$ cat config.mk
export PLATFORM = sky130hd
export DESIGN_NAME = gripper_command_frame_encoder
export DESIGN_NICKNAME = d
export VERILOG_FILES = /design/src/rtl/gcfe_pkg.sv /design/src/rtl/gcfe_front.sv /design/src/rtl/gcfe_queue.sv /design/src/rtl/gcfe_back.sv /design/src/rtl/gripper_command_frame_encoder.sv
export SDC_FILE = /design/constraint.sdc
export NUM_CORES = 1
export LEC_CHECK = 0
export BUFFER_PORTS_ARGS = -buffer_cell sky130_fd_sc_hd__buf_2
export CAP_MARGIN = 20
export CORE_ASPECT_RATIO = 1.25
export CORE_UTILIZATION = 40
export DETAILED_ROUTE_END_ITERATION = 16
export SLEW_MARGIN = 20
export SYNTH_ARGS = -nofsm -noshare
export SYNTH_HDL_FRONTEND = slang
export SYNTH_HIERARCHICAL = 1
export SYNTH_SLANG_ARGS = --single-unit
$ cat constraint.sdc
create_clock -name clock -period 8.2 [get_ports clock]
set_input_delay 0.41 -clock clock [delete_from_list [all_inputs] [get_ports clock]]
set_output_delay 0.41 -clock clock [all_outputs]
set_load 0.005 [all_outputs]
$ cat src/rtl/gcfe_pkg.sv
// shared types, constants and functions of the gripper command frame encoder
`default_nettype none

package gcfe_pkg;

   // input op codes
   localparam logic [2:0] OP_REFERENCE = 3'd0;
   localparam logic [2:0] OP_STOP      = 3'd1;
   localparam logic [2:0] OP_ACK_ERROR = 3'd2;
   localparam logic [2:0] OP_GET_STATE = 3'd3;
   localparam logic [2:0] OP_MOVE      = 3'd4;

   // frame bytes
   localparam logic [7:0] SOF_BYTE       = 8'h05;
   localparam logic [7:0] CMD_REFERENCE  = 8'h92;
   localparam logic [7:0] CMD_STOP       = 8'h91;
   localparam logic [7:0] CMD_ACK_ERROR  = 8'h8b;
   localparam logic [7:0] CMD_GET_STATE  = 8'h95;
   localparam logic [7:0] CMD_MOVE       = 8'hb0;
   localparam logic [7:0] LEN_SHORT      = 8'h01;
   localparam logic [7:0] LEN_GET_STATE  = 8'h06;
   localparam logic [7:0] LEN_MOVE       = 8'h0d;
   localparam logic [7:0] STATE_TAIL     = 8'h01;

   // frame sizes in bytes, crc included
   localparam int FRAME_MIN_BYTES   = 6;
   localparam int FRAME_STATE_BYTES = 11;
   localparam int FRAME_MAX_BYTES   = 18;

   localparam logic [15:0] CRC_POLY   = 16'ha001;
   localparam logic [7:0]  FLOAT_BIAS = 8'd127;

   typedef enum logic [2:0] {
      KIND_REFERENCE,
      KIND_STOP,
      KIND_ACK_ERROR,
      KIND_GET_STATE,
      KIND_MOVE
   } kind_type;

   // classified command as handed from front to back
   typedef struct packed {
      kind_type    kind;
      logic [31:0] pos_word;
      logic [31:0] vel_word;
      logic [31:0] acc_word;
   } desc_type;

   // one byte of the reflected crc-16/arc
   function automatic logic [15:0] crc_update(logic [15:0] crc, logic [7:0] b);
      logic [15:0] c;
      c = crc ^ {8'h00, b};
      for (int k = 0; k < 8; k++) begin
         c = c[0] ? ((c >> 1) ^ CRC_POLY) : (c >> 1);
      end
      return c;
   endfunction

   // exact single precision encoding of a small unsigned integer
   function automatic logic [31:0] int_to_single(logic [8:0] n);
      logic [3:0]  p;
      logic [31:0] shifted;
      logic [7:0]  expo;
      p = 4'd0;
      for (int i = 0; i < 9; i++) begin
         if (n[i]) p = 4'(i);
      end
      shifted = {23'd0, n} << (5'd23 - {1'b0, p});
      expo    = FLOAT_BIAS + {4'd0, p};
      if (n == 9'd0) return 32'd0;
      return {1'b0, expo, shifted[22:0]};
   endfunction

endpackage

`default_nettype wire

$ cat src/rtl/gcfe_front.sv
// front end: accepts commands, drops unused codes, builds move words
`default_nettype none

module gcfe_front (
   input  wire logic             clock,
   input  wire logic             reset,
   input  wire logic             req_valid,
   output logic                  req_stall,
   input  wire logic [2:0]       req_op,
   input  wire logic [7:0]       req_goal_position,
   input  wire logic [7:0]       req_goal_velocity,
   input  wire logic [8:0]       req_goal_acceleration,
   output logic                  push_valid,
   input  wire logic             push_ready,
   output gcfe_pkg::desc_type    push_desc
);

   logic               valid_ff, valid_in;
   gcfe_pkg::desc_type desc_ff, desc_in;
   logic               accept;
   logic               known_op;
   gcfe_pkg::kind_type kind;

   // hold off only while a command waits for queue space
   assign req_stall  = valid_ff && !push_ready;
   assign accept     = req_valid && !req_stall;
   assign push_valid = valid_ff;
   assign push_desc  = desc_ff;

   // classify op code
   always_comb begin
      known_op = 1'b1;
      kind     = gcfe_pkg::KIND_REFERENCE;
      case (req_op)
         gcfe_pkg::OP_REFERENCE: kind = gcfe_pkg::KIND_REFERENCE;
         gcfe_pkg::OP_STOP:      kind = gcfe_pkg::KIND_STOP;
         gcfe_pkg::OP_ACK_ERROR: kind = gcfe_pkg::KIND_ACK_ERROR;
         gcfe_pkg::OP_GET_STATE: kind = gcfe_pkg::KIND_GET_STATE;
         gcfe_pkg::OP_MOVE:      kind = gcfe_pkg::KIND_MOVE;
         default:                known_op = 1'b0;
      endcase
   end

   // stage register next value
   always_comb begin
      valid_in = valid_ff && !push_ready;
      desc_in  = desc_ff;
      if (accept) begin
         valid_in         = known_op;
         desc_in.kind     = kind;
         desc_in.pos_word = gcfe_pkg::int_to_single({1'b0, req_goal_position});
         desc_in.vel_word = gcfe_pkg::int_to_single({1'b0, req_goal_velocity});
         desc_in.acc_word = gcfe_pkg::int_to_single(req_goal_acceleration);
      end
   end

   always_ff @(posedge clock) begin
      if (reset) begin
         valid_ff <= 1'b0;
      end else begin
         valid_ff <= valid_in;
      end
      desc_ff <= desc_in;
   end

endmodule

`default_nettype wire

$ cat src/rtl/gcfe_queue.sv
// two entry command queue between front and back
`default_nettype none

module gcfe_queue (
   input  wire logic                clock,
   input  wire logic                reset,
   input  wire logic                push_valid,
   output logic                     push_ready,
   input  wire gcfe_pkg::desc_type  push_desc,
   output logic                     pop_valid,
   input  wire logic                pop_take,
   output gcfe_pkg::desc_type       pop_desc
);

   gcfe_pkg::desc_type entry_ff [2];
   logic               wr_ptr_ff, wr_ptr_in;
   logic               rd_ptr_ff, rd_ptr_in;
   logic [1:0]         count_ff, count_in;
   logic               do_push, do_pop;

   assign push_ready = (count_ff != 2'd2);
   assign pop_valid  = (count_ff != 2'd0);
   assign pop_desc   = entry_ff[rd_ptr_ff];
   assign do_push    = push_valid && push_ready;
   assign do_pop     = pop_take && pop_valid;

   // pointer and fill update
   always_comb begin
      wr_ptr_in = do_push ? !wr_ptr_ff : wr_ptr_ff;
      rd_ptr_in = do_pop ? !rd_ptr_ff : rd_ptr_ff;
      count_in  = count_ff;
      if (do_push && !do_pop) count_in = count_ff + 2'd1;
      if (!do_push && do_pop) count_in = count_ff - 2'd1;
   end

   always_ff @(posedge clock) begin
      if (reset) begin
         wr_ptr_ff <= 1'b0;
         rd_ptr_ff <= 1'b0;
         count_ff  <= 2'd0;
      end else begin
         wr_ptr_ff <= wr_ptr_in;
         rd_ptr_ff <= rd_ptr_in;
         count_ff  <= count_in;
      end
      if (do_push) entry_ff[wr_ptr_ff] <= push_desc;
   end

endmodule

`default_nettype wire

$ cat src/rtl/gcfe_back.sv
// back end: walks a frame byte by byte, runs the crc, drives the output register
`default_nettype none

module gcfe_back (
   input  wire logic                clock,
   input  wire logic                reset,
   input  wire logic [7:0]          module_id,
   input  wire logic                pop_valid,
   output logic                     pop_take,
   input  wire gcfe_pkg::desc_type  pop_desc,
   output logic                     rsp_valid,
   input  wire logic                rsp_stall,
   output logic [7:0]               rsp_tx_byte,
   output logic                     rsp_last
);

   logic               active_ff, active_in;
   gcfe_pkg::desc_type desc_ff, desc_in;
   logic [4:0]         idx_ff, idx_in;
   logic [15:0]        crc_ff, crc_in;
   logic               rsp_valid_ff, rsp_valid_in;
   logic [7:0]         rsp_byte_ff, rsp_byte_in;
   logic               rsp_last_ff, rsp_last_in;

   logic               advance, emit, is_last, is_data, done;
   logic [4:0]         last_idx;
   logic [4:0]         off;
   logic [31:0]        word;
   logic [7:0]         data_byte, frame_byte;

   assign advance = !rsp_valid_ff || !rsp_stall;
   assign emit    = active_ff && advance;

   // frame length per command kind
   always_comb begin
      case (desc_ff.kind)
         gcfe_pkg::KIND_GET_STATE: last_idx = 5'(gcfe_pkg::FRAME_STATE_BYTES - 1);
         gcfe_pkg::KIND_MOVE:      last_idx = 5'(gcfe_pkg::FRAME_MAX_BYTES - 1);
         default:                  last_idx = 5'(gcfe_pkg::FRAME_MIN_BYTES - 1);
      endcase
   end

   assign is_last = (idx_ff == last_idx);
   assign is_data = (idx_ff < last_idx - 5'd1);
   assign done    = emit && is_last;
   assign pop_take = pop_valid && (!active_ff || done);

   // move payload word and byte lane
   assign off = idx_ff - 5'd4;
   always_comb begin
      case (off[3:2])
         2'd0:    word = desc_ff.pos_word;
         2'd1:    word = desc_ff.vel_word;
         default: word = desc_ff.acc_word;
      endcase
   end

   // header and payload bytes
   always_comb begin
      data_byte = 8'h00;
      case (idx_ff)
         5'd0: data_byte = gcfe_pkg::SOF_BYTE;
         5'd1: data_byte = module_id;
         5'd2: begin
            case (desc_ff.kind)
               gcfe_pkg::KIND_GET_STATE: data_byte = gcfe_pkg::LEN_GET_STATE;
               gcfe_pkg::KIND_MOVE:      data_byte = gcfe_pkg::LEN_MOVE;
               default:                  data_byte = gcfe_pkg::LEN_SHORT;
            endcase
         end
         5'd3: begin
            case (desc_ff.kind)
               gcfe_pkg::KIND_REFERENCE: data_byte = gcfe_pkg::CMD_REFERENCE;
               gcfe_pkg::KIND_STOP:      data_byte = gcfe_pkg::CMD_STOP;
               gcfe_pkg::KIND_ACK_ERROR: data_byte = gcfe_pkg::CMD_ACK_ERROR;
               gcfe_pkg::KIND_GET_STATE: data_byte = gcfe_pkg::CMD_GET_STATE;
               default:                  data_byte = gcfe_pkg::CMD_MOVE;
            endcase
         end
         default: begin
            if (desc_ff.kind == gcfe_pkg::KIND_MOVE) begin
               data_byte = word[8*off[1:0] +: 8];
            end else if (idx_ff == 5'd8) begin
               data_byte = gcfe_pkg::STATE_TAIL;
            end
         end
      endcase
   end

   // data bytes, then crc low, then crc high
   always_comb begin
      if (is_data)      frame_byte = data_byte;
      else if (is_last) frame_byte = crc_ff[15:8];
      else              frame_byte = crc_ff[7:0];
   end

   // sequencer next state
   always_comb begin
      active_in = active_ff;
      desc_in   = desc_ff;
      idx_in    = idx_ff;
      crc_in    = crc_ff;
      if (pop_take) begin
         active_in = 1'b1;
         desc_in   = pop_desc;
         idx_in    = 5'd0;
         crc_in    = 16'd0;
      end else if (done) begin
         active_in = 1'b0;
      end else if (emit) begin
         idx_in = idx_ff + 5'd1;
         if (is_data) crc_in = gcfe_pkg::crc_update(crc_ff, data_byte);
      end
   end

   // output register
   always_comb begin
      rsp_valid_in = rsp_valid_ff;
      rsp_byte_in  = rsp_byte_ff;
      rsp_last_in  = rsp_last_ff;
      if (advance) begin
         rsp_valid_in = emit;
         rsp_byte_in  = frame_byte;
         rsp_last_in  = is_last;
      end
   end

   always_ff @(posedge clock) begin
      if (reset) begin
         active_ff    <= 1'b0;
         rsp_valid_ff <= 1'b0;
      end else begin
         active_ff    <= active_in;
         rsp_valid_ff <= rsp_valid_in;
      end
      desc_ff     <= desc_in;
      idx_ff      <= idx_in;
      crc_ff      <= crc_in;
      rsp_byte_ff <= rsp_byte_in;
      rsp_last_ff <= rsp_last_in;
   end

   assign rsp_valid   = rsp_valid_ff;
   assign rsp_tx_byte = rsp_byte_ff;
   assign rsp_last    = rsp_last_ff;

endmodule

`default_nettype wire

$ cat src/rtl/gripper_command_frame_encoder.sv
// top level of the gripper command frame encoder
//
// Usage: each command beat on the req_ channel (op plus move arguments)
// becomes one serial frame on the rsp_ channel, one byte per beat, with
// rsp_last set on the high crc byte. Frames are 6 bytes for reference,
// stop and acknowledge, 11 bytes for get state and 18 bytes for a move.
// Op codes 5 to 7 are taken and produce no bytes.
// csr_wr_en/csr_wr_data set the module address byte; write it only while
// no frame is pending.
// Path: the first byte of a frame passes the front stage register, the queue
// entry, the sequencer registers and the output register to rsp_valid.
// Throughput: the byte sequencer sends one byte per cycle while rsp_stall
// is low; when the next command already waits in the queue, its frame
// follows its predecessor's last byte with no gap.
// A two entry command queue sits between the front end and the sequencer,
// so commands are taken while a frame is still going out.
// Reset clears the queue, the sequencer and the output, and the address
// byte returns to 0. A stall on rsp_ holds the current byte; while the
// queue is full and the front stage holds a command, req_stall is high.
`default_nettype none

module gripper_command_frame_encoder (
   input  wire logic        clock,
   input  wire logic        reset,
   input  wire logic        req_valid,
   output logic             req_stall,
   input  wire logic [2:0]  req_op,
   input  wire logic [7:0]  req_goal_position,
   input  wire logic [7:0]  req_goal_velocity,
   input  wire logic [8:0]  req_goal_acceleration,
   output logic             rsp_valid,
   input  wire logic        rsp_stall,
   output logic [7:0]       rsp_tx_byte,
   output logic             rsp_last,
   input  wire logic        csr_wr_en,
   input  wire logic [7:0]  csr_wr_data
);

   logic [7:0]         module_id_reg_ff;
   logic               push_valid, push_ready;
   gcfe_pkg::desc_type push_desc;
   logic               pop_valid, pop_take;
   gcfe_pkg::desc_type pop_desc;

   // module address register
   always_ff @(posedge clock) begin
      if (reset) begin
         module_id_reg_ff <= 8'd0;
      end else if (csr_wr_en) begin
         module_id_reg_ff <= csr_wr_data;
      end
   end

   gcfe_front u_front (
      .clock                 (clock),
      .reset                 (reset),
      .req_valid             (req_valid),
      .req_stall             (req_stall),
      .req_op                (req_op),
      .req_goal_position     (req_goal_position),
      .req_goal_velocity     (req_goal_velocity),
      .req_goal_acceleration (req_goal_acceleration),
      .push_valid            (push_valid),
      .push_ready            (push_ready),
      .push_desc             (push_desc)
   );

   gcfe_queue u_queue (
      .clock      (clock),
      .reset      (reset),
      .push_valid (push_valid),
      .push_ready (push_ready),
      .push_desc  (push_desc),
      .pop_valid  (pop_valid),
      .pop_take   (pop_take),
      .pop_desc   (pop_desc)
   );

   gcfe_back u_back (
      .clock       (clock),
      .reset       (reset),
      .module_id   (module_id_reg_ff),
      .pop_valid   (pop_valid),
      .pop_take    (pop_take),
      .pop_desc    (pop_desc),
      .rsp_valid   (rsp_valid),
      .rsp_stall   (rsp_stall),
      .rsp_tx_byte (rsp_tx_byte),
      .rsp_last    (rsp_last)
   );

endmodule

`default_nettype wire

==> impl_results.rst, run 1 <==
.. list-table::
   :header-rows: 1

   * - Metric
     - Value
   * - Post-synth top cells
     - edfxtp_1 (365), mux2_2 (103), nor2_1 (93)
   * - Max-slew headroom
     - 0.299
   * - Final RePlAce weighted congestion
     - 0.843
   * - Sequential-to-total area share from yosys stat
     - 0.692
   * - Count of routing violations after the opening detailed-route iteration
     - 487
   * - Hold_buf cts
     - 0
   * - Post-layout minimum cycle time
     - 3.83 ns
   * - Leakage power summed over all cells
     - 6.39 nW
   * - Delay of the slowest critical-path stage
     - 0.72 ns
   * - Clock skew
     - 0.0218 ns
   * - Final Hold Violating Endpoints
     - 0
   * - Share of the synthesized area in the top cell type
     - 0.648
   * - Most used cell along the critical path
     - buf_4
   * - First-pass iteration count of the detailed router
     - 5
   * - Number of placed instances with taps included
     - 1,688
   * - Buffer depth of the longest clock path
     - 3
   * - Distinct cell type count after synthesis
     - 90
   * - Number of sinks driven by the clock tree
     - 402
   * - Maximum ir drop on the vdd rail
     - 0.197 mV
   * - Total length of routed wires
     - 30.7 mm
   * - Detailed Place HPWL
     - 19.6 mm
   * - Synth area leader
     - edfxtp_1
   * - Avg Vias per Cell
     - 5.02
   * - Switching pwr
     - 1.43 mW
   * - Worst EP required
     - 8.35 ns
   * - Timing-limited maximum frequency
     - 261 MHz
   * - Clock latency reported for the late side of the worst-skew pair
     - 0.54 ns
   * - Kind of launch point of the worst setup path
     - flip-flop
   * - Critical Path End Type
     - flip-flop
   * - Proportion of power drawn by flip-flops and latches
     - 0.481
   * - Number of buffers created by CTS
     - 40
   * - Core region area
     - 41,300 um^2
   * - Clock Power Share
     - 0.323
   * - Total global routing track utilization
     - 0.147
   * - Result of the run
     - completed
   * - Switching share of power
     - 0.271
   * - Quantity of gates resized following cts
     - 0
   * - Via total after detailed routing
     - 8,828
   * - Most frequent cell after synthesis
     - edfxtp_1
   * - Ratio of cells with drive above 1 in the final layout
     - 0.225
   * - Total design power
     - 5.28 mW
   * - Routed len/inst
     - 17.4 um
   * - Syn-to-layout area delta
     - 11.2%
   * - Final max-slew violation count
     - 0
   * - Data arrival, critical path
     - 3.99 ns
   * - Initial antenna violation count
     - 0
   * - Gate power share
     - 0.195
   * - Clock transition at the registers of the reported paths
     - 0.07 ns
   * - Count of buffers from port buffering
     - 51
   * - Aggregate global routing overflow
     - 0
   * - Number of setup buffers added after CTS
     - 0
   * - Number of levels the H-tree was split into
     - 2
   * - Maximum capacitance violations
     - 0
   * - Die Wd
     - 186 um
   * - Antenna viol nets, final
     - 0
   * - Internal Dissipation
     - 3.85 mW
   * - Per-instance average area after synthesis
     - 15.2 um^2
   * - Class of the tightest hold or removal check
     - primary input to flip-flop
   * - CTS Root Buffer Type
     - clkbuf_16
   * - TritonCTS clock tree
     - yes
   * - Final setup violation count
     - 0
   * - Number of placement rows
     - 83
   * - PwrDens
     - 281 nW/um^2
   * - Fraction of synthesis flops using an asynchronous set or reset pin
     - 0
   * - Transition time at the pin with the least slew margin
     - 1.05 ns
   * - Post-Syn Instances
     - 1,111
   * - Number of top-level design ports
     - 52
   * - Unrepaired setup endpoints after global routing
     - false
   * - Max stage delay cell, worst path
     - buf_4
   * - Nets
     - 1,239
   * - Maximum number of pins on one net before global-route repair
     - 74
   * - Wire length of the first global-routing pass
     - 48.9 mm
   * - Number of global-route vias before repair
     - 8,774
   * - Fin cells
     - 1,760
   * - Cell breakdown of the critical path
     - nor3b_2 > inv_2 > mux2i_1 > a21oi_1 > nor3_2 > buf_4 > nand2_1 > a21boi_4 > buf_4 > buf_4
   * - Number of synthesis warnings
     - 6
   * - Diode insertion count for antenna repair
     - 0
   * - Synth Register Bits
     - 402
   * - Combined area of all synthesized cells
     - 16,900 um^2
   * - Number of enable flip-flop cells after synthesis
     - 365
   * - Most area-consuming cells after synthesis
     - edfxtp_1 (65%), mux2_2 (6.9%), dfxtp_1 (4.4%)
   * - DRC violation count after routing
     - 0
   * - Y dimension of the die
     - 232 um
   * - Final sum of negative setup slack
     - 0 ns
   * - CP Max Fanout
     - 61
   * - Count of filler cells inserted in the layout
     - 3,722
   * - Kind of critical path
     - flip-flop to flip-flop
   * - Synth Flop Type
     - edfxtp_1
   * - Die area
     - 43,100 um^2
   * - Initial Util
     - 0.409
   * - Number of buffer and inverter stages on the critical path
     - 4
   * - Worst path top cell family by delay
     - buffers and inverters
   * - Final worst path period share
     - 0.467
power groups by stage:
stage	Clock (mW)	Sequential [mW]	Combinational (mW)
after detailed placement	0	2.59	1.04
after global routing	1.82	2.56	1.15
final	1.71	2.54	1.03
after floorplan	0	2.57	0.819
after global placement	0	2.59	1.03
after CTS	1.76	2.55	1.05
layout make-up:
class | count | area (um^2) | area share
clock inverters | 23 | 154 | 0.00818
repair buffers | 64 | 353 | 0.0188
clock buffers | 49 | 1070 | 0.0567
inverters | 22 | 87.6 | 0.00466
flip-flops and latches | 402 | 11700 | 0.622
multi-input cells | 648 | 4750 | 0.253
well taps | 552 | 691 | 0.0367
cells in the final DEF (no fill, tap or decap), drive strengths merged, types with 20 or more instances in the layout:
| cell type | count |
|---|---|
| inv | 24 |
| nor2 | 94 |
| a21oi | 44 |
| mux2i | 26 |
| nand2 | 43 |
| buf | 64 |
| dfxtp | 37 |
| a211oi | 24 |
| ha | 20 |
| conb | 51 |
| o21ai | 36 |
| clkbuf | 49 |
| a22oi | 31 |
| edfxtp | 365 |
| mux2 | 104 |
path summary, 6_finish.rpt:
path	end	slack [ns]	cells after the start	startpoint
max reg2reg	u_back/desc_ff[42]	4.37	10	u_back/desc_ff[97]
max	u_back/desc_ff[42]	4.37	10	u_back/desc_ff[97]
min reg2reg	u_queue/entry_ff[0][4]	0.43	0	u_front/push_desc[4]
min	module_id_reg_ff[1]	0.11	3	csr_wr_data[1]
registers in the layout, indices dropped and copies added (netlist names), named ones only:
name                flops
module_id_reg_ff        8
u_back/active_ff        1
u_back/crc_ff          16
u_back/desc_ff         99
u_back/idx_ff           5
u_back/rsp_last         1
u_back/rsp_tx_byte      8
u_back/rsp_valid        1
u_front/push_desc      59
u_front/push_valid      1
u_queue/count_ff        2
u_queue/entry_ff      198
u_queue/rd_ptr_ff       1
u_queue/wr_ptr_ff       1
kinds of logic after synthesis:
family,after synthesis,synth area share
and+or+nand+nor,218,0.0627
muxes,131,0.0869
adders and majority gates,20,0.0148
other,2,0.000444
AOI/OAI and AO/OA,202,0.0866
buffers and inverters,110,0.0394
xor gates and xnor gates,26,0.0171
DFF,402,0.692
worst min-delay path, delay by kind of cell:
family | cells | cell delay [ns]
simple gates | 1 | 0.07
buf+inv | 1 | 0.08
mux | 1 | 0.05
stage by stage:
step                      hold slack (ns)  instance area, um^2  worst slack, ns   util
final                               0.114                18800             4.37  0.455
after global routing                0.117                18800             4.04  0.455
after CTS                          0.0900                18800             4.35  0.455
after detailed placement            0.430                17600             4.36  0.426
after global placement              0.422                17600             4.36  0.426
after floorplan                     0.421                17100             2.44      -
per-layer routing:
metal  GRT usage  up-vias  routed length (um)
li1            -     4270                   -
met1       0.185     4351               13200
met2       0.255      153               15600
met3      0.0188       54                 927
met4      0.0569        0                 944
met5           0        -                   0
No activity file was read; power rests on OpenSTA's default activity.
==> run 2: changes to the inputs <==
==> constraint.sdc (replaced) <==
create_clock -name clock -period 3.6 [get_ports clock]
set_input_delay 0.18 -clock clock [delete_from_list [all_inputs] [get_ports clock]]
set_output_delay 0.18 -clock clock [all_outputs]
set_load 0.005 [all_outputs]
==> impl_results.rst, run 2 (same netlist as run 1, synthesis figures left out) <==
.. list-table::
   :header-rows: 1

   * - Metric
     - Value
   * - Final setup violation count
     - 0
   * - Count of filler cells inserted in the layout
     - 3,659
   * - Die Wd
     - 186 um
   * - Finished Cell Area
     - 19,300 um^2
   * - Diode insertion count for antenna repair
     - 0
   * - Clock skew
     - 0.0145 ns
   * - Worst reg2reg path depth
     - 12
   * - Count of buffers from port buffering
     - 51
   * - Unrepaired setup endpoints after global routing
     - false
   * - Total design power
     - 12.3 mW
   * - Timing endpoint of the critical path
     - u_back/crc_ff[15]
   * - Fin cells
     - 1,794
   * - Y dimension of the die
     - 232 um
   * - CP Max Fanout
     - 33
   * - Maximum ir drop on the vdd rail
     - 0.487 mV
   * - Clock transition at the registers of the reported paths
     - 0.07 ns
   * - Routed len/inst
     - 17.8 um
   * - Avg Vias per Cell
     - 4.99
   * - Core region area
     - 41,300 um^2
   * - Result of the run
     - completed
   * - Kind of launch point of the worst setup path
     - flip-flop
   * - Met2 Resource Use GR
     - 0.262
   * - Total length of routed wires
     - 32.0 mm
   * - Count of routing violations after the opening detailed-route iteration
     - 527
   * - Nets
     - 1,273
   * - Buffer depth of the longest clock path
     - 3
   * - Routing usage on met3
     - 0.0213
   * - Cell Area, Placed
     - 17,800 um^2
   * - Setup ws final
     - 0.210 ns
   * - Max-slew headroom
     - 0.422
   * - Number of placed instances with taps included
     - 1,700
   * - Number of sinks driven by the clock tree
     - 402
   * - Most common cell after layout, fill and taps aside
     - edfxtp_1
   * - Class of the tightest hold or removal check
     - primary input to flip-flop
   * - Global-route met1 utilization
     - 0.191
   * - Final core utilization
     - 0.466
   * - Final sum of negative setup slack
     - 0 ns
   * - Number of buffers created by CTS
     - 41
   * - PwrDens
     - 638 nW/um^2
   * - Post-layout minimum cycle time
     - 3.39 ns
   * - Maximum number of pins on one net before global-route repair
     - 119
   * - Kind of critical path
     - flip-flop to flip-flop
   * - Worst hold slack
     - 0.0239 ns
   * - Final Hold Violating Endpoints
     - 0
   * - Data arrival, critical path
     - 3.85 ns
   * - Number of top-level design ports
     - 52
   * - Global route hottest layer
     - met2
   * - Largest register FFs
     - 198
   * - Aggregate global routing overflow
     - 0
   * - Final RePlAce weighted congestion
     - 0.845
   * - Transition time at the pin with the least slew margin
     - 0.868 ns
   * - Clock latency reported for the late side of the worst-skew pair
     - 0.54 ns
   * - Origin of the worst setup path
     - u_back/idx_ff[2]
   * - Ratio of cells with drive above 1 in the final layout
     - 0.233
   * - Final max-slew violation count
     - 0
   * - Largest register by flop count
     - u_queue/entry_ff
   * - Total global routing track utilization
     - 0.151
   * - First-pass iteration count of the detailed router
     - 5
   * - Number of setup buffers added after CTS
     - 0
   * - Initial antenna violation count
     - 0
   * - Initial Util
     - 0.409
   * - TritonCTS clock tree
     - yes
   * - Number of global-route vias before repair
     - 8,933
   * - DRC violation count after routing
     - 0
   * - Worst EP required
     - 4.06 ns
   * - CTS Root Buffer Type
     - clkbuf_16
   * - Wire length of the first global-routing pass
     - 49.9 mm
   * - Die area
     - 43,100 um^2
   * - Syn-to-layout area delta
     - 13.9%
   * - Timing-limited maximum frequency
     - 295 MHz
   * - Most used cells in the layout excluding fill and tap cells
     - edfxtp_1 (365), mux2_2 (103), nor2_1 (93)
   * - Maximum capacitance violations
     - 0
   * - Via total after detailed routing
     - 8,945
   * - Antenna viol nets, final
     - 0
   * - Register-to-register setup slack
     - 0.21 ns
   * - Endpoint of the lowest-slack register-to-register path
     - u_back/crc_ff[15]
   * - Post-placement setup slack
     - 0.227 ns
   * - Detailed Place HPWL
     - 20.4 mm
   * - Final worst path period share
     - 0.942
   * - Critical Path End Type
     - flip-flop
   * - R2R Path Start
     - u_back/idx_ff[2]
   * - Number of placement rows
     - 83
   * - Leakage power summed over all cells
     - 6.60 nW
   * - Number of levels the H-tree was split into
     - 2
run 2: report_power, final:
part | total [mW] | leakage (nW) | internal (mW) | switching [mW]
Clock | 4.04 | 0.623 | 2.33 | 1.71
Combinational | 2.42 | 2.28 | 1.06 | 1.36
Sequential | 5.82 | 3.70 | 5.58 | 0.246
run 2: worst max-delay path, cell delays in order, from the launching register on:
cell and delay [ns]:
dfxtp_1 0.42, inv_1 0.14, ha_1 0.25, buf_12 0.18, a22oi_1 0.31, a211oi_1 0.12
o21ai_0 0.28, nor2_1 0.11, o311ai_2 0.37, xor2_2 0.24, xor3_2 0.42, mux2_4 0.32
nor3_2 0.13
run 2: how the worst min path moves through the flow:
stage	start	to	slack, ns	cells past startpoint
floorplan	reset	u_queue/count_ff[1]	0.25	1
global placement	csr_wr_data[1]	module_id_reg_ff[1]	0.42	3
detailed placement	csr_wr_data[7]	module_id_reg_ff[7]	0.42	3
CTS	req_goal_position[0]	u_front/push_desc[80]	0.005	2
global route	req_goal_position[0]	u_front/push_desc[80]	0.02	2
finish	req_goal_position[0]	u_front/push_desc[80]	0.02	2
run 2: area by class of cell:
| cell class | count | area, um^2 | area share |
|---|---|---|---|
| sequential | 402 | 11700 | 0.608 |
| multi-input combinational | 648 | 4750 | 0.247 |
| clock buffer | 51 | 1100 | 0.0573 |
| timing repair buffer | 97 | 741 | 0.0384 |
| tap | 552 | 691 | 0.0359 |
| clock inverter | 22 | 181 | 0.00942 |
| inverter | 22 | 87.6 | 0.00455 |
run 2: layer usage:
metal	part of all wire	wire length, um	vias to the layer above
met3	0.033	1070	52
met1	0.43	13800	4391
met2	0.51	16300	163
met5	0	0	-
met4	0.026	838	0
li1	-	-	4339
run 2: repair_timing:
item | in CTS | in global routing
hold endpoints to repair | 18 | 0
hold buffers | 21 | 0
setup endpoints to repair | 0 | 1
resized for setup | 0 | 1
==> run 3: changes to the inputs <==
--- a/config.mk
+++ b/config.mk
@@ -10,6 +10,9 @@
 export CORE_ASPECT_RATIO = 1.25
 export CORE_UTILIZATION = 40
 export DETAILED_ROUTE_END_ITERATION = 16
+export GPL_TIMING_DRIVEN = 0
+export PLACE_DENSITY = 0.66
+export RECOVER_POWER = 100
 export SLEW_MARGIN = 20
 export SYNTH_ARGS = -nofsm -noshare
 export SYNTH_HDL_FRONTEND = slang
==> impl_results.rst, run 3 (same netlist as run 1, synthesis figures left out) <==
.. list-table::
   :header-rows: 1

   * - Metric
     - Value
   * - CP Max Fanout
     - 10
   * - TritonCTS clock tree
     - yes
   * - CTS Root Buffer Type
     - clkbuf_16
   * - Count of filler cells inserted in the layout
     - 3,664
   * - Number of global-route vias before repair
     - 9,440
   * - Total design power
     - 12.3 mW
   * - Delay of the slowest critical-path stage
     - 0.54 ns
   * - Syn-to-layout area delta
     - 16.1%
   * - Final worst path period share
     - 0.971
   * - Cell breakdown of the critical path
     - inv_1 > ha_1 > clkbuf_4 > a22oi_1 > a22oi_1 > a41oi_2 > o22ai_2 > xor2_1 > xnor2_1 > xor3_2 > mux2_4 > nor3_2
   * - Critical Path End Type
     - flip-flop
   * - Total length of routed wires
     - 32.8 mm
   * - Detailed Place HPWL
     - 22.2 mm
   * - Max-slew headroom
     - -0.124
   * - First-pass iteration count of the detailed router
     - 7
   * - Most used cell along the critical path
     - a22oi_1
   * - Nets
     - 1,347
   * - Initial antenna violation count
     - 0
   * - Final core utilization
     - 0.475
   * - Max stage delay cell, worst path
     - xor3_2
   * - Ratio of cells with drive above 1 in the final layout
     - 0.235
   * - DRC violation count after routing
     - 0
   * - Antenna viol nets, final
     - 0
   * - Aggregate global routing overflow
     - 0
   * - Largest register by flop count
     - u_queue/entry_ff
   * - Core region area
     - 41,300 um^2
   * - Y dimension of the die
     - 232 um
   * - Number of levels the H-tree was split into
     - 2
   * - Final Hold Violating Endpoints
     - 0
   * - Violated checks
     - capacitance limit, slew limit
   * - PwrDens
     - 627 nW/um^2
   * - Routed len/inst
     - 17.5 um
   * - Largest register FFs
     - 198
   * - Transition time at the pin with the least slew margin
     - 1.68 ns
   * - Avg Vias per Cell
     - 5.00
   * - Number of placement rows
     - 83
   * - Maximum capacitance violations
     - 2
   * - Leakage power summed over all cells
     - 6.77 nW
   * - Most common cell after layout, fill and taps aside
     - edfxtp_1
   * - Die area
     - 43,100 um^2
   * - Wire length of the first global-routing pass
     - 51.4 mm
   * - Maximum number of pins on one net before global-route repair
     - 70
   * - Count of routing violations after the opening detailed-route iteration
     - 586
   * - Worst EP required
     - 4.07 ns
   * - Final max-slew violation count
     - 64
   * - Final RePlAce weighted congestion
     - 0.855
   * - Clock skew
     - 0.0315 ns
   * - Kind of launch point of the worst setup path
     - flip-flop
   * - Total global routing track utilization
     - 0.156
   * - Post-layout minimum cycle time
     - 3.50 ns
   * - Kind of critical path
     - flip-flop to flip-flop
   * - Result of the run
     - finished, violations left
   * - Timing-limited maximum frequency
     - 286 MHz
   * - Clock latency reported for the late side of the worst-skew pair
     - 0.55 ns
   * - Buffer depth of the longest clock path
     - 3
   * - Most used cells in the layout excluding fill and tap cells
     - edfxtp_1 (365), mux2_2 (99), nor2_1 (93)
   * - Die Wd
     - 186 um
   * - Class of the tightest hold or removal check
     - primary input to flip-flop
   * - Via total after detailed routing
     - 9,344
   * - Final setup violation count
     - 0
   * - Number of top-level design ports
     - 52
   * - Count of buffers from port buffering
     - 46
   * - Data arrival, critical path
     - 3.97 ns
   * - Maximum ir drop on the vdd rail
     - 0.381 mV
   * - Diode insertion count for antenna repair
     - 0
   * - Initial Util
     - 0.409
   * - Clock transition at the registers of the reported paths
     - 0.06 ns
   * - Number of buffers created by CTS
     - 39
   * - Number of sinks driven by the clock tree
     - 402
run 3: what timing repair did:
action	in CTS	in global routing
setup endpoints to repair	3	8
hold endpoints to repair	23	0
pin swaps	1	6
buffers inserted	1	4
gates resized for setup	10	17
hold buffers	28	0
run 3: path summary, 6_finish.rpt:
| path | startpoint | to | slack, ns | cells after the start |
|---|---|---|---|---|
| worst max-delay path | u_back/idx_ff[3] | u_back/crc_ff[15] | 0.10 | 12 |
| worst min-delay path | req_goal_velocity[0] | u_front/push_desc[48] | 0.01 | 2 |
| worst max register to register | u_back/idx_ff[3] | u_back/crc_ff[15] | 0.10 | 12 |
| worst min register to register | u_front/push_desc[11] | u_queue/entry_ff[1][11] | 0.43 | 0 |
run 3: layout make-up:
class / instances / area, um^2 / share of cell area
sequential: 402 / 11700 / 0.596
clock inverter: 21 / 166 / 0.00848
clock buffer: 50 / 1050 / 0.0534
multi-input combinational: 648 / 4760 / 0.242
timing repair buffer: 85 / 592 / 0.0301
tap: 552 / 691 / 0.0352
inverter: 22 / 87.6 / 0.00446
buffer: 88 / 587 / 0.0299
run 3: worst max-delay path: cells and delay by family (launching register included):
kind / cells / cell delay [ns]
multiplexers: 1 / 0.32
AND/OR/NAND/NOR: 1 / 0.14
AO/OA/AOI/OAI: 4 / 0.84
adder cells (fa/ha/maj): 1 / 0.31
buffers and inverters: 2 / 0.46
XOR/XNOR: 3 / 1.00
flip-flops: 1 / 0.34
run 3: routing by layer:
layer,vias up,routed length [um],part of all wire,GRT usage
li1,4479,-,-,-
met1,4617,13200,0.40,0.187
met2,190,17400,0.53,0.282
met3,58,1190,0.036,0.0220
met4,0,929,0.028,0.0574
met5,-,0,0,0
run 3: report_power, final:
| part | internal (mW) | switching, mW |
|---|---|---|
| Clock | 2.21 | 1.66 |
| Sequential | 5.58 | 0.226 |
| Combinational | 1.17 | 1.47 |
run 3: stage by stage:
stage / worst slack [ns] / setup TNS (ns) / instances / instance area [um^2] / hold WS [ns]
3_5_place_dp: -0.199 / -0.467 / 1764 / 18200 / 0.430
3_3_place_gp: -1.43 / -240.17 / 1758 / 18000 / 0.418
2_1_floorplan: 0.0135 / 0 / 1160 / 17100 / 0.249
4_1_cts: 0.00187 / 0 / 1864 / 19700 / 0.00533
5_1_grt: -0.0262 / -0.0623 / 1868 / 19600 / 0.00281
6_report: 0.104 / 0 / 1868 / 19600 / 0.0110
